## config.mk

```make
export PLATFORM = sky130hd
export DESIGN_NAME = slm_datapath
export DESIGN_NICKNAME = d
export VERILOG_FILES = /design/src/rtl/core/slm_pkg.sv /design/src/rtl/core/slm_datapath.sv
export SDC_FILE = /design/constraint.sdc
export NUM_CORES = 2
export LEC_CHECK = 0
export ABC_AREA = 1
export BUFFER_PORTS_ARGS = -buffer_cell sky130_fd_sc_hd__buf_2
export CAP_MARGIN = 20
export CORE_UTILIZATION = 46
export CTS_CLUSTER_DIAMETER = 120
export DETAILED_ROUTE_END_ITERATION = 7
export GPL_TIMING_DRIVEN = 0
export PLACE_DENSITY = 0.58
export SYNTH_ARGS = -nofsm -noshare
export SYNTH_HDL_FRONTEND = slang
export SYNTH_SLANG_ARGS = --single-unit
```

## constraint.sdc

```tcl
create_clock -name clock -period 10 [get_ports clock]
set_input_delay 1 -clock clock [delete_from_list [all_inputs] [get_ports clock]]
set_output_delay 1 -clock clock [all_outputs]
set_load 0.05 [all_outputs]
```

## src/rtl/core/slm_pkg.sv

```systemverilog
// shared types and constants for the sorted list merge block
// used by the channel interfaces, the controller, the datapath and the top level
// no dependencies
package slm_pkg;

   // default sizes for the top level parameters
   localparam int DEF_LIST_DEPTH = 32;
   localparam int DEF_DATA_WIDTH = 32;

   // fixed width of the value fields on both channels
   localparam int IO_WIDTH = 32;

   // request kinds
   typedef enum logic [1:0] {
      KIND_APPEND_FIRST  = 2'd0,
      KIND_APPEND_SECOND = 2'd1,
      KIND_MERGE         = 2'd2
   } kind_type;

   // controller to datapath commands
   typedef struct packed {
      logic append_first;
      logic append_second;
      logic clear_flag;
      logic emit;
   } slm_cmd_type;

   // datapath to controller status
   typedef struct packed {
      logic out_free;
      logic lists_empty;
      logic last_pending;
   } slm_status_type;

endpackage

```

## src/rtl/core/slm_datapath.sv

```systemverilog
// list storage, head compare and output register of the sorted list merge block
// depends on slm_pkg for the command / status structs and the io width
module slm_datapath import slm_pkg::*; #(
   parameter int LIST_DEPTH = DEF_LIST_DEPTH,
   parameter int DATA_WIDTH = DEF_DATA_WIDTH
) (
   input  logic                       clock,
   input  logic                       reset,
   input  slm_cmd_type                cmd,
   input  logic signed [IO_WIDTH-1:0] req_value,
   input  logic                       rsp_ready,
   output slm_status_type             status,
   output logic                       rsp_valid,
   output logic signed [IO_WIDTH-1:0] rsp_merged_value,
   output logic                       rsp_from_second,
   output logic                       rsp_last,
   output logic                       rsp_overflow
);

   localparam int CNT_W = $clog2(LIST_DEPTH + 1);
   localparam int IDX_W = (LIST_DEPTH > 1) ? $clog2(LIST_DEPTH) : 1;
   localparam logic [CNT_W-1:0] FULL_COUNT = CNT_W'(LIST_DEPTH);

   logic signed [DATA_WIDTH-1:0] mem_first [LIST_DEPTH];
   logic signed [DATA_WIDTH-1:0] mem_second [LIST_DEPTH];

   logic [CNT_W-1:0] cnt_first_ff, cnt_first_in;
   logic [CNT_W-1:0] cnt_second_ff, cnt_second_in;
   logic [CNT_W-1:0] ptr_first_ff, ptr_first_in;
   logic [CNT_W-1:0] ptr_second_ff, ptr_second_in;
   logic             dropped_ff, dropped_in;
   logic signed [DATA_WIDTH-1:0] head_first_ff, head_second_ff;

   logic                       rsp_valid_ff, rsp_valid_in;
   logic signed [IO_WIDTH-1:0] rsp_value_ff;
   logic                       rsp_second_ff, rsp_last_ff, rsp_overflow_ff;

   logic signed [DATA_WIDTH-1:0] store_value;
   logic                         full_first, full_second;
   logic                         avail_first, avail_second, take_first;
   logic [CNT_W:0]               taken_sum, total_sum;
   logic                         finish;

   // stored form of the incoming value: sign-extended or truncated
   assign store_value = DATA_WIDTH'(req_value);

   assign full_first   = (cnt_first_ff == FULL_COUNT);
   assign full_second  = (cnt_second_ff == FULL_COUNT);
   assign avail_first  = (ptr_first_ff < cnt_first_ff);
   assign avail_second = (ptr_second_ff < cnt_second_ff);

   // head compare, first list wins ties
   assign take_first = avail_first && (!avail_second || (head_first_ff <= head_second_ff));

   assign taken_sum = {1'b0, ptr_first_ff} + {1'b0, ptr_second_ff} + (CNT_W+1)'(1);
   assign total_sum = {1'b0, cnt_first_ff} + {1'b0, cnt_second_ff};

   assign status.out_free     = !rsp_valid_ff || rsp_ready;
   assign status.lists_empty  = (cnt_first_ff == '0) && (cnt_second_ff == '0);
   assign status.last_pending = (taken_sum == total_sum);

   assign finish = cmd.emit && status.last_pending;

   // counts, read pointers and the sticky drop flag
   always_comb begin
      cnt_first_in  = cnt_first_ff;
      cnt_second_in = cnt_second_ff;
      ptr_first_in  = ptr_first_ff;
      ptr_second_in = ptr_second_ff;
      dropped_in    = dropped_ff;
      if (cmd.append_first) begin
         if (full_first) dropped_in = 1'b1;
         else cnt_first_in = cnt_first_ff + CNT_W'(1);
      end
      if (cmd.append_second) begin
         if (full_second) dropped_in = 1'b1;
         else cnt_second_in = cnt_second_ff + CNT_W'(1);
      end
      if (cmd.clear_flag) dropped_in = 1'b0;
      if (cmd.emit) begin
         if (take_first) ptr_first_in = ptr_first_ff + CNT_W'(1);
         else ptr_second_in = ptr_second_ff + CNT_W'(1);
      end
      // end of merge: both lists empty again
      if (finish) begin
         cnt_first_in  = '0;
         cnt_second_in = '0;
         ptr_first_in  = '0;
         ptr_second_in = '0;
         dropped_in    = 1'b0;
      end
   end

   always_ff @(posedge clock) begin
      if (reset) begin
         cnt_first_ff  <= '0;
         cnt_second_ff <= '0;
         ptr_first_ff  <= '0;
         ptr_second_ff <= '0;
         dropped_ff    <= 1'b0;
      end else begin
         cnt_first_ff  <= cnt_first_in;
         cnt_second_ff <= cnt_second_in;
         ptr_first_ff  <= ptr_first_in;
         ptr_second_ff <= ptr_second_in;
         dropped_ff    <= dropped_in;
      end
   end

   // list memories: write at the fill count, registered read at the next head
   always_ff @(posedge clock) begin
      if (cmd.append_first && !full_first)
         mem_first[cnt_first_ff[IDX_W-1:0]] <= store_value;
      if (cmd.append_second && !full_second)
         mem_second[cnt_second_ff[IDX_W-1:0]] <= store_value;
      if (ptr_first_in < FULL_COUNT)
         head_first_ff <= mem_first[ptr_first_in[IDX_W-1:0]];
      if (ptr_second_in < FULL_COUNT)
         head_second_ff <= mem_second[ptr_second_in[IDX_W-1:0]];
   end

   // output register
   always_comb begin
      rsp_valid_in = rsp_valid_ff;
      if (cmd.emit) rsp_valid_in = 1'b1;
      else if (rsp_ready) rsp_valid_in = 1'b0;
   end

   always_ff @(posedge clock) begin
      if (reset) rsp_valid_ff <= 1'b0;
      else rsp_valid_ff <= rsp_valid_in;
   end

   always_ff @(posedge clock) begin
      if (cmd.emit) begin
         rsp_value_ff    <= take_first ? IO_WIDTH'(head_first_ff)
                                       : IO_WIDTH'(head_second_ff);
         rsp_second_ff   <= !take_first;
         rsp_last_ff     <= status.last_pending;
         rsp_overflow_ff <= dropped_ff;
      end
   end

   assign rsp_valid        = rsp_valid_ff;
   assign rsp_merged_value = rsp_value_ff;
   assign rsp_from_second  = rsp_second_ff;
   assign rsp_last         = rsp_last_ff;
   assign rsp_overflow     = rsp_overflow_ff;

endmodule
```

==> results.sh <==
export IMPL_cts_setup_buffers=0
export IMPL_via_per_inst=5.598
export IMPL_synth_seq_cells=2173
export IMPL_hold_path_class="primary input to flip-flop"
export IMPL_overflow=0
export IMPL_die_x_um=463.6
export IMPL_totalWireLength_um=331000
export IMPL_ant_nets=0
export IMPL_clock_skew_ps=40.95
export IMPL_synth_async_reset_ratio_pct=0
export IMPL_place_ws_ps=4358
export IMPL_syn_area_mm2=0.09801
export IMPL_fin_nets=9914
export IMPL_die_area_mm2=0.2149
export IMPL_total_power_mw=40.27
export IMPL_r2r_cells=17
export IMPL_cts_buffer_depth=3
export IMPL_cts_buffers=222
export IMPL_setup_tns_ps=0
export IMPL_crit_path_end_kind="flip-flop"
export IMPL_period_share_pct=51.67
export IMPL_pwr_share_clk_pct=20.9
export IMPL_multi_input_area_mm2=0.02307
export IMPL_cts_tree="built"
export IMPL_synth_top_area_share_pct=65.78
export IMPL_ys_warn_count=0
export IMPL_clk_pin_slew_worst_paths_ps=60
export IMPL_rrSetupSlack_ps=4830
export IMPL_hold_end="mem_second[23][1]"
export IMPL_slew_headroom_pct=19.85
export IMPL_ys_seq_area_share_pct=66.31
export IMPL_route_detailed_drc=0
export IMPL_wl_per_cell_um=25.80
export IMPL_path_max_fanout=10
export IMPL_p_leak_nw=47.00
export IMPL_cts_sinks=2173
export IMPL_internal_power_mw=20.40
export IMPL_r2r_start="cnt_first_ff[3]"
export IMPL_worst_path_buf_inv=4
export IMPL_cts_max_level=4
export IMPL_r2r_end="head_first_ff[18]"
export IMPL_syn_area_per_cell_um2=10.43
export IMPL_via_count=71824
export IMPL_finalSetupViolations=0
export IMPL_dp_cells=12406
export IMPL_synth_nets=9506
export IMPL_cp_start_kind="flip-flop"
export IMPL_path_delay_family="simple AND/OR/NAND/NOR gates"
export IMPL_vdd_drop_max_v=0.0002165
export IMPL_cap_viol_max_count=0
export IMPL_status="finished, final reports clean"
export IMPL_fp_dieH_um=463.6
export IMPL_min_period_ps=5167
export IMPL_row_count=169
export IMPL_synth_ff_type="edfxtp_1"
export IMPL_drv_slew=0
export IMPL_placed_area_mm2=0.1046
export IMPL_numPortBuffers=77
export IMPL_fin_cells=12831
export IMPL_postLayoutCellArea_mm2=0.1119
export IMPL_seqPwrFrac_pct=26.7
export IMPL_yosysUniqueCellTypes=39
export IMPL_crit_chain="clkbuf_1 -> inv_1 -> ha_1 -> a21oi_1 -> o21ai_0 -> a21oi_1 -> nand4_2 -> nand3_2 -> buf_2 -> clkbuf_1 -> o21ai_1 -> nand2_1 -> nand3_1 -> nand3_1 -> nand2_1 -> nand2_1 -> nand2_1"
export IMPL_netlist_top_cells_count="edfxtp_1 (2,147), inv_1 (1,968), nand2_1 (1,646)"
export IMPL_rsz0062_at_grt="no"
export IMPL_fill_cells=18767
export IMPL_area_delta_synth_final_pct=14.19
export IMPL_cp_required_ps=10630
export IMPL_cts_resized=0
export IMPL_grt_max_degree=64
export IMPL_first_pass_iters=8
export IMPL_grt_pass1_vias=66433
export IMPL_synth_edf_count=2147
export IMPL_synth_area_leaders="edfxtp_1 (66%), nand3_1 (8.3%), inv_1 (7.5%)"
export IMPL_holdPathStages=1
export IMPL_critPathMostFrequentCell="nand2_1"
export IMPL_root_buffer="clkbuf_16"
export IMPL_setup_ws_ps=4833
export IMPL_power_density_mw_per_mm2=359.9
export IMPL_initial_core_util_pct=46.26
export IMPL_path_class="flip-flop to flip-flop"
export IMPL_drt_iter0_drc=9390
export IMPL_cp_data_arrival_time_ps=5800
export IMPL_yosys_area_top_type="edfxtp_1"
export IMPL_tightest_slew_ps=1202
export IMPL_slowest_stage="clkbuf_1"
export IMPL_drive_gt1_share_pct=9.757
export IMPL_gp_congestion=1.056
export IMPL_regArea_mm2=0.06499
export IMPL_postCtsHoldBufs=0
export IMPL_hold_viol=0
export IMPL_syn_inst=9401
export IMPL_grt_antenna_before_repair=31
export IMPL_max_stage_delay_ps=540
export IMPL_p_comb_share_pct=52.4
export IMPL_synthMostInstantiatedCell="edfxtp_1"
export IMPL_p_sw_mw=19.88
export IMPL_coreArea_mm2=0.2119
export IMPL_track_usage_pct=30.38
export IMPL_max_freq_mhz=193.5
export IMPL_io_pins=78
export IMPL_grt_pass1_wl_um=469000
export IMPL_dpl_hpwl_um=236300
export IMPL_insertion_delay_ps=920
export IMPL_hp_start="req_value[1]"
export IMPL_netSwitchingFraction_pct=49.35
[metrics by stage]
step | util [%] | hold WS (ps)
detailed placement | 49.37 | 431.7
global placement | 48.10 | 422.3
CTS | 52.81 | 261.9
finish | 52.82 | 319.9
floorplan | - | 409.8
global route | 52.81 | 304.7
[placed cells by master (no fill, tap or decap), types with 17 or more instances in the layout]
| cell | netlist | routed |
|---|---|---|
| edfxtp_1 | 2147 | 2147 |
| inv_1 | 1968 | 1963 |
| nand2_1 | 1646 | 1645 |
| nand3_1 | 1631 | 1631 |
| nand4_1 | 837 | 837 |
| buf_2 | 364 | 409 |
| clkbuf_1 | 207 | 251 |
| clkbuf_16 | 0 | 224 |
| o21ai_1 | 150 | 150 |
| nor2_1 | 123 | 74 |
| ha_1 | 64 | 64 |
| buf_4 | 26 | 63 |
| a21oi_1 | 61 | 61 |
| clkinv_1 | 0 | 56 |
| o21ai_0 | 52 | 52 |
| nor2_4 | 0 | 49 |
| buf_12 | 0 | 49 |
| clkinv_2 | 0 | 42 |
| buf_16 | 0 | 35 |
| buf_1 | 27 | 27 |
| dfxtp_1 | 26 | 26 |
| bufinv_16 | 0 | 24 |
| buf_6 | 4 | 17 |
[worst max path at each step]
stage	startpoint	endpoint	slack, ps	cells after the start
after CTS	cnt_first_ff[3]	head_first_ff[17]	5000	17
after global placement	cmd[3]	mem_first[16][12]	2530	3
after global routing	cnt_first_ff[3]	head_first_ff[18]	4760	17
after floorplan	cmd[3]	mem_first[16][0]	5370	2
after detailed placement	cmd[0]	head_first_ff[17]	4360	13
final	cnt_first_ff[3]	head_first_ff[18]	4830	17
[cell type report]
| cell class | count | share of cell area [%] |
|---|---|---|
| buffer | 628 | 2.630 |
| tap | 2821 | 3.154 |
| clock inverter | 148 | 1.344 |
| inverter | 1973 | 6.618 |
| sequential | 2173 | 58.08 |
| timing repair buffer | 184 | 2.385 |
| multi-input combinational | 4627 | 20.61 |
| clock buffer | 270 | 5.163 |
| antenna | 7 | 0.01565 |
[power groups by stage]
| stage | logic (mW) | clock network [mW] | registers [mW] |
|---|---|---|---|
| floorplan | 11.3 | 0 | 11.2 |
| finish | 21.1 | 8.41 | 10.8 |
| detailed placement | 20.5 | 0 | 11.0 |
| global route | 22.3 | 8.82 | 10.8 |
| CTS | 20.6 | 8.47 | 10.8 |
| global placement | 20.2 | 0 | 11.0 |
[routing by layer]
metal	GRT usage (%)	vias up	wire (um)	part of all wire, %
li1	-	32638	-	-
met4	13.33	2	15650	4.7
met3	5.509	558	31920	9.6
met2	45.29	3543	145100	44
met1	43.46	35083	138400	42
met5	0	-	7	0.0021
[logic make-up (layout without fill, tap and decap cells)]
kind of cell             count (synthesis)  in the layout  share of synthesized area, %
XOR/XNOR                                20             20                        0.1787
AND/OR/NAND/NOR                       4269           4269                         20.68
adder cells (fa/ha/maj)                 66             66                        0.8579
buffers and inverters                 2601           3203                         10.56
flip-flops                            2173           2173                         66.31
other                                    0              7                             0
AO/OA/AOI/OAI                          272            272                         1.413
[state kept, by name, summed over array words and instances, names as in the netlist, 6 cells and up]
| signal | cells |
|---|---|
| ptr_second_ff | 6 |
| cnt_second_ff | 6 |
| head_first_ff | 32 |
| ptr_first_ff | 6 |
| rsp_merged_value | 32 |
| mem_first | 1024 |
| cnt_first_ff | 6 |
| mem_second | 1024 |
| head_second_ff | 32 |
[worst reg2reg max path, stage by stage, from the launching register on]
cell and delay, ps:
dfxtp_1 390, clkbuf_1 410, inv_1 180, ha_1 340
a21oi_1 120, o21ai_0 90, a21oi_1 300, nand4_2 510
nand3_2 290, buf_2 510, clkbuf_1 550, o21ai_1 130
nand2_1 80, nand3_1 140, nand3_1 190, nand2_1 310
nand2_1 240, nand2_1 130
No activity file was read; power rests on OpenSTA's default activity.
