File: src/rtl/core/slm_pkg.sv
// shared types and constants for the sorted list merge block
// used by the channel interfaces, the controller, the datapath and the top level
// no dependencies
package slm_pkg;

   // default sizes for the top level parameters
   localparam int DEF_LIST_DEPTH = 32;
   localparam int DEF_DATA_WIDTH = 32;

   // fixed width of the value fields on both channels
   localparam int IO_WIDTH = 32;

   // request kinds
   typedef enum logic [1:0] {
      KIND_APPEND_FIRST  = 2'd0,
      KIND_APPEND_SECOND = 2'd1,
      KIND_MERGE         = 2'd2
   } kind_type;

   // controller to datapath commands
   typedef struct packed {
      logic append_first;
      logic append_second;
      logic clear_flag;
      logic emit;
   } slm_cmd_type;

   // datapath to controller status
   typedef struct packed {
      logic out_free;
      logic lists_empty;
      logic last_pending;
   } slm_status_type;

endpackage

File: src/rtl/core/slm_ctrl.sv
// control state machine of the sorted list merge block
// depends on slm_pkg for the kind codes and the command / status structs
module slm_ctrl import slm_pkg::*; (
   input  logic           clock,
   input  logic           reset,
   input  logic           req_valid,
   input  kind_type       req_kind,
   output logic           req_ready,
   input  slm_status_type status,
   output slm_cmd_type    cmd
);

   typedef enum logic [2:0] {
      ST_IDLE  = 3'b001,
      ST_PREP  = 3'b010,
      ST_MERGE = 3'b100
   } state_type;

   state_type state_ff, state_in;

   // next state and commands
   always_comb begin
      state_in  = state_ff;
      cmd       = '0;
      req_ready = (state_ff == ST_IDLE);
      case (state_ff)
         ST_IDLE: begin
            if (req_valid) begin
               case (req_kind)
                  KIND_APPEND_FIRST:  cmd.append_first = 1'b1;
                  KIND_APPEND_SECOND: cmd.append_second = 1'b1;
                  KIND_MERGE: begin
                     // nothing stored: only the sticky flag is cleared
                     if (status.lists_empty) cmd.clear_flag = 1'b1;
                     else state_in = ST_PREP;
                  end
                  default: ;
               endcase
            end
         end
         // prep state: lets the list heads be read after the last append
         ST_PREP: state_in = ST_MERGE;
         ST_MERGE: begin
            if (status.out_free) begin
               cmd.emit = 1'b1;
               if (status.last_pending) state_in = ST_IDLE;
            end
         end
         default: state_in = ST_IDLE;
      endcase
   end

   // state register
   always_ff @(posedge clock) begin
      if (reset) state_ff <= ST_IDLE;
      else state_ff <= state_in;
   end

endmodule

File: config.mk
export PLATFORM = sky130hd
export DESIGN_NAME = slm_ctrl
export DESIGN_NICKNAME = d
export VERILOG_FILES = /design/src/rtl/core/slm_pkg.sv /design/src/rtl/core/slm_ctrl.sv
export SDC_FILE = /design/constraint.sdc
export NUM_CORES = 1
export LEC_CHECK = 0
export ABC_AREA = 1
export BUFFER_PORTS_ARGS = -buffer_cell sky130_fd_sc_hd__clkbuf_2
export CAP_MARGIN = 20
export CORE_AREA = 2 2 39 41
export CTS_CLUSTER_SIZE = 25
export DETAILED_ROUTE_END_ITERATION = 6
export DIE_AREA = 0 0 41 43
export GPL_ROUTABILITY_DRIVEN = 0
export PLACE_DENSITY_LB_ADDON = 0.08
export SLEW_MARGIN = 20
export SYNTH_ARGS = -nofsm -noshare
export SYNTH_HDL_FRONTEND = slang
export SYNTH_SLANG_ARGS = --single-unit
export TNS_END_PERCENT = 100
File: constraint.sdc
create_clock -name clock -period 0.9 [get_ports clock]
set_input_delay 0.18 -clock clock [delete_from_list [all_inputs] [get_ports clock]]
set_output_delay 0.18 -clock clock [all_outputs]
set_load 0.02 [all_outputs]
==> impl_metrics.py, run 1 <==
metrics = {
    "status": {
        "status": "finished with violations",
        "violations": "setup timing",
    },
    "sta": {
        "slew_viol_final": 0,
        "skew_ns": 0.00909,
        "tightest_slew_ns": 0.194,
        "finalSetupViolations": 8,
        "max_freq_mhz": 789,
        "post-route-period-util_pct": 141,
        "rsz0062_at_grt": "yes",
        "final-hold-violation-count": 0,
        "max_slew_margin_pct": 86.9,
        "period_needed_ns": 1.27,
        "fin_ws_ns": -0.367,
    },
    "floorplanning": {
        "ios": 13,
        "rows": 14,
        "die_h_um": 43,
        "initial_core_util_pct": 14.9,
        "dieArea_sq_mm": 0.00176,
        "die_x_um": 41,
        "core_area_sq_mm": 0.00138,
    },
    "logic_synthesis": {
        "syn_nets": 42,
        "yosysTopAreaCellShare_pct": 29.1,
        "syn_avg_cell_area_sq_um": 6.07,
        "synth.ff_latch_count": 3,
        "ys_seq_area_share_pct": 29.1,
        "synthTopCellsByArea": "dfxtp_1 (29%), inv_1 (11%), nand2_1 (11%)",
        "async_reset_ff_share_pct": 0,
        "ys_warn_count": 0,
        "syn_area_sq_um": 206,
        "synth_common_cells": "inv_1 (6), nand2_1 (6)",
        "netlist_instances": 34,
        "ys.flop_type": "dfxtp_1",
        "synth_edf_count": 0,
        "ys_types": 14,
        "yosysTopAreaCell": "dfxtp_1",
    },
    "setup_path": {
        "worst_ep_required_time_ns": 0.72,
        "max_stage_delay_ns": 0.33,
        "cp_slowest_cell": "dfxtp_2",
        "cp-startpoint": "state_ff[2]",
        "crit_family": "flip-flops",
        "crit_path_start_kind": "flop",
        "end_kind": "output pin",
        "r2r-start": "state_ff[1]",
        "crit_type": "flop to output pin",
        "worst-path-buf-inv": 2,
        "arrival_ns": 1.09,
        "path_cells": "inv_4 > nand3_4 > nor4_4 > buf_4",
        "cp_max_fo": 5,
    },
    "route": {
        "dr.pass1.iters": 2,
        "drc": 0,
        "wl_met3_um": 29,
        "drt-wirelength-per-cell_um": 8.82,
        "wl_met2_um": 381,
        "drtAntennaViolNets": 0,
        "m1WireLength_um": 242,
        "drt-initial-drc-count": 5,
        "dr_total_vias": 319,
        "topRoutingLayerUsed": "met3",
        "via_per_inst": 4.31,
        "wirelength_um": 653,
    },
    "final_layout": {
        "utilization_pct": 34.9,
        "largest_registers": "state_ff (3)",
        "drive_above_1_share_pct": 63.8,
        "area_delta_synth_final_pct": 134,
        "fin_cells": 74,
        "fin_nets": 67,
        "diodes": 0,
        "top_register": "state_ff",
        "largest_reg_flops": 3,
        "final_area_sq_um": 483,
    },
    "pwr": {
        "report.power.total_mw": 1.10,
        "power_density_mw_per_mm2": 2270,
        "peakVddDrop_uv": 518,
        "p_leak_nw": 0.235,
    },
    "clocking": {
        "cts_buffer_depth": 2,
        "h-tree-depth": 1,
        "cts_tree": "done",
        "clk_pin_slew_worst_paths_ns": 0.04,
        "clk_latency_ns": 0.23,
        "cts_sinks": 3,
        "root_buffer": "clkbuf_4",
        "cts_buffers": 3,
    },
    "min_path": {
        "hp-start": "reset",
        "hold_class": "input port to flop",
    },
    "place": {
        "place_area_sq_um": 382,
        "dp_cells": 67,
        "portBuffers": 12,
        "dpl.hpwl_um": 503,
    },
    "global_routing": {
        "grt_pass1_wl_um": 1150,
        "antenna_found_initial": 0,
        "grt_usage_pct": 9.34,
        "grt_pass1_vias": 314,
        "grt_max_degree": 6,
        "grt_overflow": 0,
    },
    "flow_run": {
        "maxCapViolCount": 0,
    },
}
-- final cells by class --
class / instances / area [sq um]
fillers: 157 / 901
multi-input cells: 23 / 188
repair buffers: 20 / 150
flip-flops and latches: 3 / 66.3
inverters: 8 / 32.5
clock buffers: 4 / 26.3
well taps: 16 / 20.0
-- power breakdown --
group | switching, mW | internal [mW] | total, mW
clock | 0.0700 | 0.166 | 0.236
combinational | 0.317 | 0.336 | 0.653
sequential | 0.0357 | 0.171 | 0.207
-- worst paths after layout --
| check | slack, ns | cells past startpoint | endpoint |
|---|---|---|---|
| worst max-delay path | -0.37 | 4 | cmd[2] |
| worst min-delay path | 0.13 | 2 | state_ff[2] |
| worst max register to register | -0.18 | 8 | state_ff[0] |
| worst min register to register | 0.53 | 2 | state_ff[2] |
-- layout by cell type, fill, tap and decap left out --
master	Yosys	routed
o21ai_2	0	1
nand3_1	3	3
clkbuf_4	0	3
nand2_1	6	5
a21oi_1	2	2
nor4_4	0	2
inv_1	6	5
nand2_4	0	1
or2_0	1	1
nand3_4	0	1
clkbuf_1	0	1
nand4_1	1	1
clkbuf_8	0	1
inv_4	0	1
dfxtp_4	0	1
buf_8	0	1
nor2_1	3	3
clkbuf_2	0	7
nor2_4	0	1
nor3_4	0	1
dfxtp_2	0	2
inv_2	2	2
buf_6	0	1
nor4_2	0	1
buf_4	0	10
-- what timing repair did --
action | CTS | global route
gates resized for setup | 8 | 14
buffers inserted | 5 | 1
pin swaps | 4 | 6
endpoints found under the setup margin | 8 | 8
hold buffers | 0 | 0
-- worst reg2reg max path, delay by kind of cell (launching register included) --
family,cells,cell delay (ns)
AO/OA/AOI/OAI,1,0.05
flip-flops,1,0.33
buffers and inverters,3,0.31
AND/OR/NAND/NOR,4,0.28
-- stage by stage --
stage	setup TNS (ns)	hold slack (ns)	setup WS, ns
2_1_floorplan	-0.603	0.242	-0.125
3_3_place_gp	-0.990	0.373	-0.188
3_5_place_dp	-0.999	0.370	-0.188
4_1_cts	-2.51	0.119	-0.408
5_1_grt	-2.58	0.125	-0.431
6_report	-2.01	0.126	-0.367
-- logic make-up (layout without fill, tap and decap cells) --
group | after synthesis | in the layout | synth area share, %
simple gates | 20 | 20 | 49.1
buf+inv | 8 | 32 | 14.5
compound gates | 3 | 3 | 7.27
flops | 3 | 3 | 29.1
-- routing by layer --
| metal | vias to the layer above | global-route usage, % |
|---|---|---|
| met5 | - | 0 |
| met2 | 11 | 16.6 |
| met3 | 0 | 1.57 |
| met4 | 0 | 4.00 |
| met1 | 148 | 9.97 |
| li1 | 160 | - |
Power figures use the tool's default switching activity.
==> inputs of run 2 (changes only) <==
SETUP_SLACK_MARGIN = 0.15   (was not set)
==> impl_metrics.py, run 2 (synthesis results as in run 1) <==
metrics = {
    "sta": {
        "fin_ws_ns": -0.358,
        "tns_ns": -2.30,
        "max_freq_mhz": 795,
        "max_slew_margin_pct": 87.0,
        "tightest_slew_ns": 0.194,
        "final-hold-violation-count": 0,
        "finalSetupViolations": 7,
        "hold_ws_ns": 0.127,
        "post-route-period-util_pct": 140,
        "skew_ns": 0.00859,
        "slew_viol_final": 0,
        "rsz0062_at_grt": "yes",
        "period_needed_ns": 1.26,
    },
    "final_layout": {
        "fin_nets": 69,
        "drive_above_1_share_pct": 63.3,
        "largest_reg_flops": 3,
        "fin_cells": 76,
        "largest_registers": "state_ff (3)",
        "final_common_cell": "buf_4",
        "diodes": 0,
        "top_register": "state_ff",
        "area_delta_synth_final_pct": 137,
        "final_cell_mix": "buf_4 (12), clkbuf_2 (7), inv_1 (5), nand2_1 (5)",
        "nFillCells": 155,
        "multi_input_area_sq_um": 179,
        "utilization_pct": 35.4,
        "final-seq-area_sq_um": 66.3,
    },
    "route": {
        "drtAntennaViolNets": 0,
        "dr.pass1.iters": 4,
        "drt-initial-drc-count": 6,
        "wl_met2_um": 359,
        "drt-wirelength-per-cell_um": 8.26,
        "wl_met3_um": 29,
        "m1WireLength_um": 239,
        "topRoutingLayerUsed": "met3",
        "dr_total_vias": 313,
        "wirelength_um": 628,
        "via_per_inst": 4.12,
        "drc": 0,
    },
    "setup_path": {
        "arrival_ns": 1.08,
        "worst-path-buf-inv": 2,
        "reg2reg_slack_ns": -0.34,
        "cp_slowest_cell": "dfxtp_2",
        "crit_type": "flop to output pin",
        "cp_max_fo": 5,
        "end_kind": "output pin",
        "worst_ep_required_time_ns": 0.72,
        "max_stage_delay_ns": 0.33,
        "crit_path_start_kind": "flop",
        "path_cells": "inv_4 > nand3_4 > nor4_4 > buf_4",
        "crit_family": "flip-flops",
    },
    "floorplanning": {
        "initial_core_util_pct": 14.9,
        "die_x_um": 41,
        "core_area_sq_mm": 0.00138,
        "rows": 14,
        "ios": 13,
        "dieArea_sq_mm": 0.00176,
        "die_h_um": 43,
    },
    "status": {
        "status": "finished with violations",
        "violations": "setup timing",
    },
    "place": {
        "dp_slack_ns": -0.188,
        "dp_cells": 67,
        "portBuffers": 12,
        "dpl.hpwl_um": 503,
    },
    "clocking": {
        "cts_buffer_depth": 2,
        "cts_sinks": 3,
        "h-tree-depth": 1,
        "clk_pin_slew_worst_paths_ns": 0.04,
        "hold_buffers": 0,
        "clk_latency_ns": 0.23,
        "root_buffer": "clkbuf_4",
        "cts_buffers": 3,
        "cts_tree": "done",
    },
    "pwr": {
        "combPwrFrac_pct": 60.9,
        "p_sw_share_pct": 36.9,
        "peakVddDrop_uv": 586,
        "power_density_mw_per_mm2": 2310,
        "pwr-share-seq_pct": 18.2,
        "p_int_uw": 713,
        "p_switching_uw": 417,
        "p_clk_share_pct": 20.8,
        "p_leak_nw": 0.243,
    },
    "global_routing": {
        "grt_overflow": 0,
        "grt_pass1_vias": 298,
        "grt_usage_pct": 8.62,
        "antenna_found_initial": 0,
        "grt_max_degree": 6,
        "grt_pass1_wl_um": 1090,
    },
    "min_path": {
        "hold_class": "input port to flop",
    },
    "flow_run": {
        "maxCapViolCount": 0,
    },
}
[run 2: final cells by class]
type	instances	area share, %
Sequential cell	3	13.6
Timing Repair Buffer	22	33.8
Inverter	8	6.65
Tap cell	16	4.09
Clock buffer	4	5.37
Multi-Input combinational cell	23	36.6
[run 2: path summary, 6_finish.rpt]
check / endpoint / from / cells after the start
setup / recovery: cmd[2] / state_ff[2] / 4
hold / removal: state_ff[2] / reset / 2
setup reg to reg: state_ff[1] / state_ff[2] / 7
hold reg to reg: state_ff[2] / state_ff[1] / 2
[run 2: worst register-to-register path, delay by kind of cell (launching register included)]
family                 cells  cell delay, ns
flip-flops                 1            0.33
AND/OR/NAND/NOR            3            0.39
buffers and inverters      4            0.45
[run 2: per-stage QoR]
stage	instance area, sq um	power [mW]
CTS	465	1.07
detailed placement	382	0.624
global route	489	1.23
floorplan	264	0.483
global placement	382	0.623
finish	489	1.13
[run 2: routing by layer]
layer  vias up  GRT usage [%]
li1        163              -
met1       139           9.90
met2        11           15.3
met3         0           1.57
met4         0           2.00
met5         -              0
[run 2: power by group through the flow]
stage | Clock [mW] | Sequential, mW | Combinational (mW)
2_1_floorplan | 0 | 0.197 | 0.286
3_3_place_gp | 0 | 0.200 | 0.423
3_5_place_dp | 0 | 0.200 | 0.424
4_1_cts | 0.248 | 0.206 | 0.614
5_1_grt | 0.258 | 0.212 | 0.757
6_report | 0.235 | 0.206 | 0.689
[run 2: what timing repair did]
action	in CTS	in global routing
pin swaps	3	3
resized for setup	9	9
setup buffers	4	1
setup endpoints to repair	8	8
==> inputs of run 3 (changes only) <==
PLACE_DENSITY_LB_ADDON = not set   (was 0.08)
==> impl_metrics.py, run 3 (synthesis results as in run 1) <==
metrics = {
    "status": {
        "status": "finished with violations",
        "violations": "setup timing",
    },
    "place": {
        "portBuffers": 12,
        "place_area_sq_um": 374,
        "dp_slack_ns": -0.199,
        "dpl.hpwl_um": 476,
        "dp_cells": 66,
    },
    "final_layout": {
        "final_common_cell": "buf_4",
        "largest_registers": "state_ff (3)",
        "fin_cells": 72,
        "area_delta_synth_final_pct": 115,
        "final_area_sq_um": 444,
        "top_register": "state_ff",
        "drive_above_1_share_pct": 57.1,
        "largest_reg_flops": 3,
        "final_cell_mix": "buf_4 (9), clkbuf_2 (7), inv_1 (6), nand2_1 (6)",
        "diodes": 0,
        "fin_nets": 65,
    },
    "global_routing": {
        "grt_pass1_vias": 275,
        "grt_pass1_wl_um": 1070,
        "grt_max_degree": 5,
        "grt_usage_pct": 9.35,
        "grt_overflow": 0,
        "antenna_found_initial": 0,
    },
    "setup_path": {
        "r2r.worst_path.cells": 6,
        "reg2reg_slack_ns": -0.26,
        "cp-startpoint": "state_ff[1]",
        "cp_max_fo": 4,
        "end_kind": "output pin",
        "arrival_ns": 1.06,
        "crit_type": "flop to output pin",
        "r2r-start": "state_ff[1]",
        "endpoint": "cmd[2]",
        "r2r_end": "state_ff[1]",
        "worst_ep_required_time_ns": 0.72,
        "crit_path_start_kind": "flop",
    },
    "min_path": {
        "hold_class": "input port to flop",
    },
    "sta": {
        "fin_ws_ns": -0.342,
        "final-hold-violation-count": 0,
        "finalSetupViolations": 7,
        "tightest_slew_ns": 0.191,
        "hold_ws_ns": 0.132,
        "post-route-period-util_pct": 138,
        "max_freq_mhz": 805,
        "period_needed_ns": 1.24,
        "skew_ns": 0.000831,
        "slew_viol_final": 0,
        "max_slew_margin_pct": 87.2,
        "rsz0062_at_grt": "yes",
    },
    "route": {
        "wl_met2_um": 338,
        "drt-wirelength-per-cell_um": 8.69,
        "topRoutingLayerUsed": "met3",
        "m1WireLength_um": 257,
        "dr_total_vias": 288,
        "via_per_inst": 4.00,
        "wl_met3_um": 30,
        "drtAntennaViolNets": 0,
        "drt-initial-drc-count": 7,
        "drc": 0,
        "wirelength_um": 626,
        "dr.pass1.iters": 4,
    },
    "pwr": {
        "p_leak_nw": 0.223,
        "power_density_mw_per_mm2": 2130,
        "p_switching_uw": 373,
        "pwr-share-seq_pct": 21.3,
        "peakVddDrop_uv": 588,
        "p_sw_share_pct": 39.4,
        "p_int_uw": 574,
        "report.power.total_uw": 947,
        "p_clk_share_pct": 24.1,
        "combPwrFrac_pct": 54.6,
    },
    "floorplanning": {
        "rows": 14,
        "die_x_um": 41,
        "ios": 13,
        "core_area_sq_mm": 0.00138,
        "die_h_um": 43,
        "initial_core_util_pct": 14.9,
        "dieArea_sq_mm": 0.00176,
    },
    "clocking": {
        "hold_buffers": 0,
        "cts_tree": "done",
        "cts_buffers": 3,
        "clk_latency_ns": 0.23,
        "cts_buffer_depth": 2,
        "root_buffer": "clkbuf_4",
        "h-tree-depth": 1,
        "clk_pin_slew_worst_paths_ns": 0.04,
        "cts_sinks": 3,
    },
    "flow_run": {
        "maxCapViolCount": 0,
    },
}
run 3: cell types whose count changed in the layout (fill, tap and decap cells not counted):
cell,previous run,this run
buf_4,12,9
buf_6,1,0
buf_8,1,0
clkbuf_8,1,2
dfxtp_2,2,3
dfxtp_4,1,0
inv_1,5,6
inv_2,2,1
nand2_1,5,6
nand2_2,1,0
nor2_2,0,1
nor2_4,1,0
run 3: worst max-delay path, cell delays in order (launching register included):
cell and delay, ns:
dfxtp_2 0.32, inv_2 0.07, nand3_4 0.11, nor4_4 0.15
buf_4 0.18
run 3: metrics by stage:
step	utilization, %	setup TNS, ns
6_report	32.1	-2.09
5_1_grt	32.1	-2.64
4_1_cts	31.0	-2.08
3_5_place_dp	27.0	-1.05
3_3_place_gp	27.0	-0.985
2_1_floorplan	-	-0.603
run 3: how the worst min path moves through the flow:
| stage | startpoint | end | depth (start not counted) |
|---|---|---|---|
| 6_report | reset | state_ff[2] | 2 |
| 5_1_grt | reset | state_ff[2] | 2 |
| 4_1_cts | reset | state_ff[2] | 2 |
| 3_5_place_dp | reset | state_ff[2] | 2 |
| 3_3_place_gp | reset | state_ff[2] | 2 |
| 2_1_floorplan | reset | state_ff[2] | 1 |
run 3: metal layers:
metal,track usage [%],vias up
met5,0,-
met4,4.00,0
met3,6.28,0
met2,13.4,7
met1,10.3,126
li1,-,155
run 3: final cells by class:
| class | instances | area, sq um |
|---|---|---|
| Clock buffer | 4 | 26.3 |
| Sequential cell | 3 | 63.8 |
| Timing Repair Buffer | 18 | 130 |
| Multi-Input combinational cell | 23 | 171 |
| Tap cell | 16 | 20.0 |
| Fill cell | 155 | 940 |
| Inverter | 8 | 32.5 |
run 3: power by group through the flow:
| stage | clock, mW | combinational (mW) | sequential (mW) |
|---|---|---|---|
| 2_1_floorplan | 0 | 0.286 | 0.197 |
| 3_3_place_gp | 0 | 0.397 | 0.201 |
| 3_5_place_dp | 0 | 0.406 | 0.201 |
| 4_1_cts | 0.243 | 0.487 | 0.202 |
| 5_1_grt | 0.258 | 0.563 | 0.205 |
| 6_report | 0.228 | 0.517 | 0.202 |
run 3: what timing repair did:
item,in CTS,in global routing
gates resized for setup,6,6
gates cloned,0,0
endpoints found under the setup margin,8,8
setup buffers,1,1
pin swaps,2,1
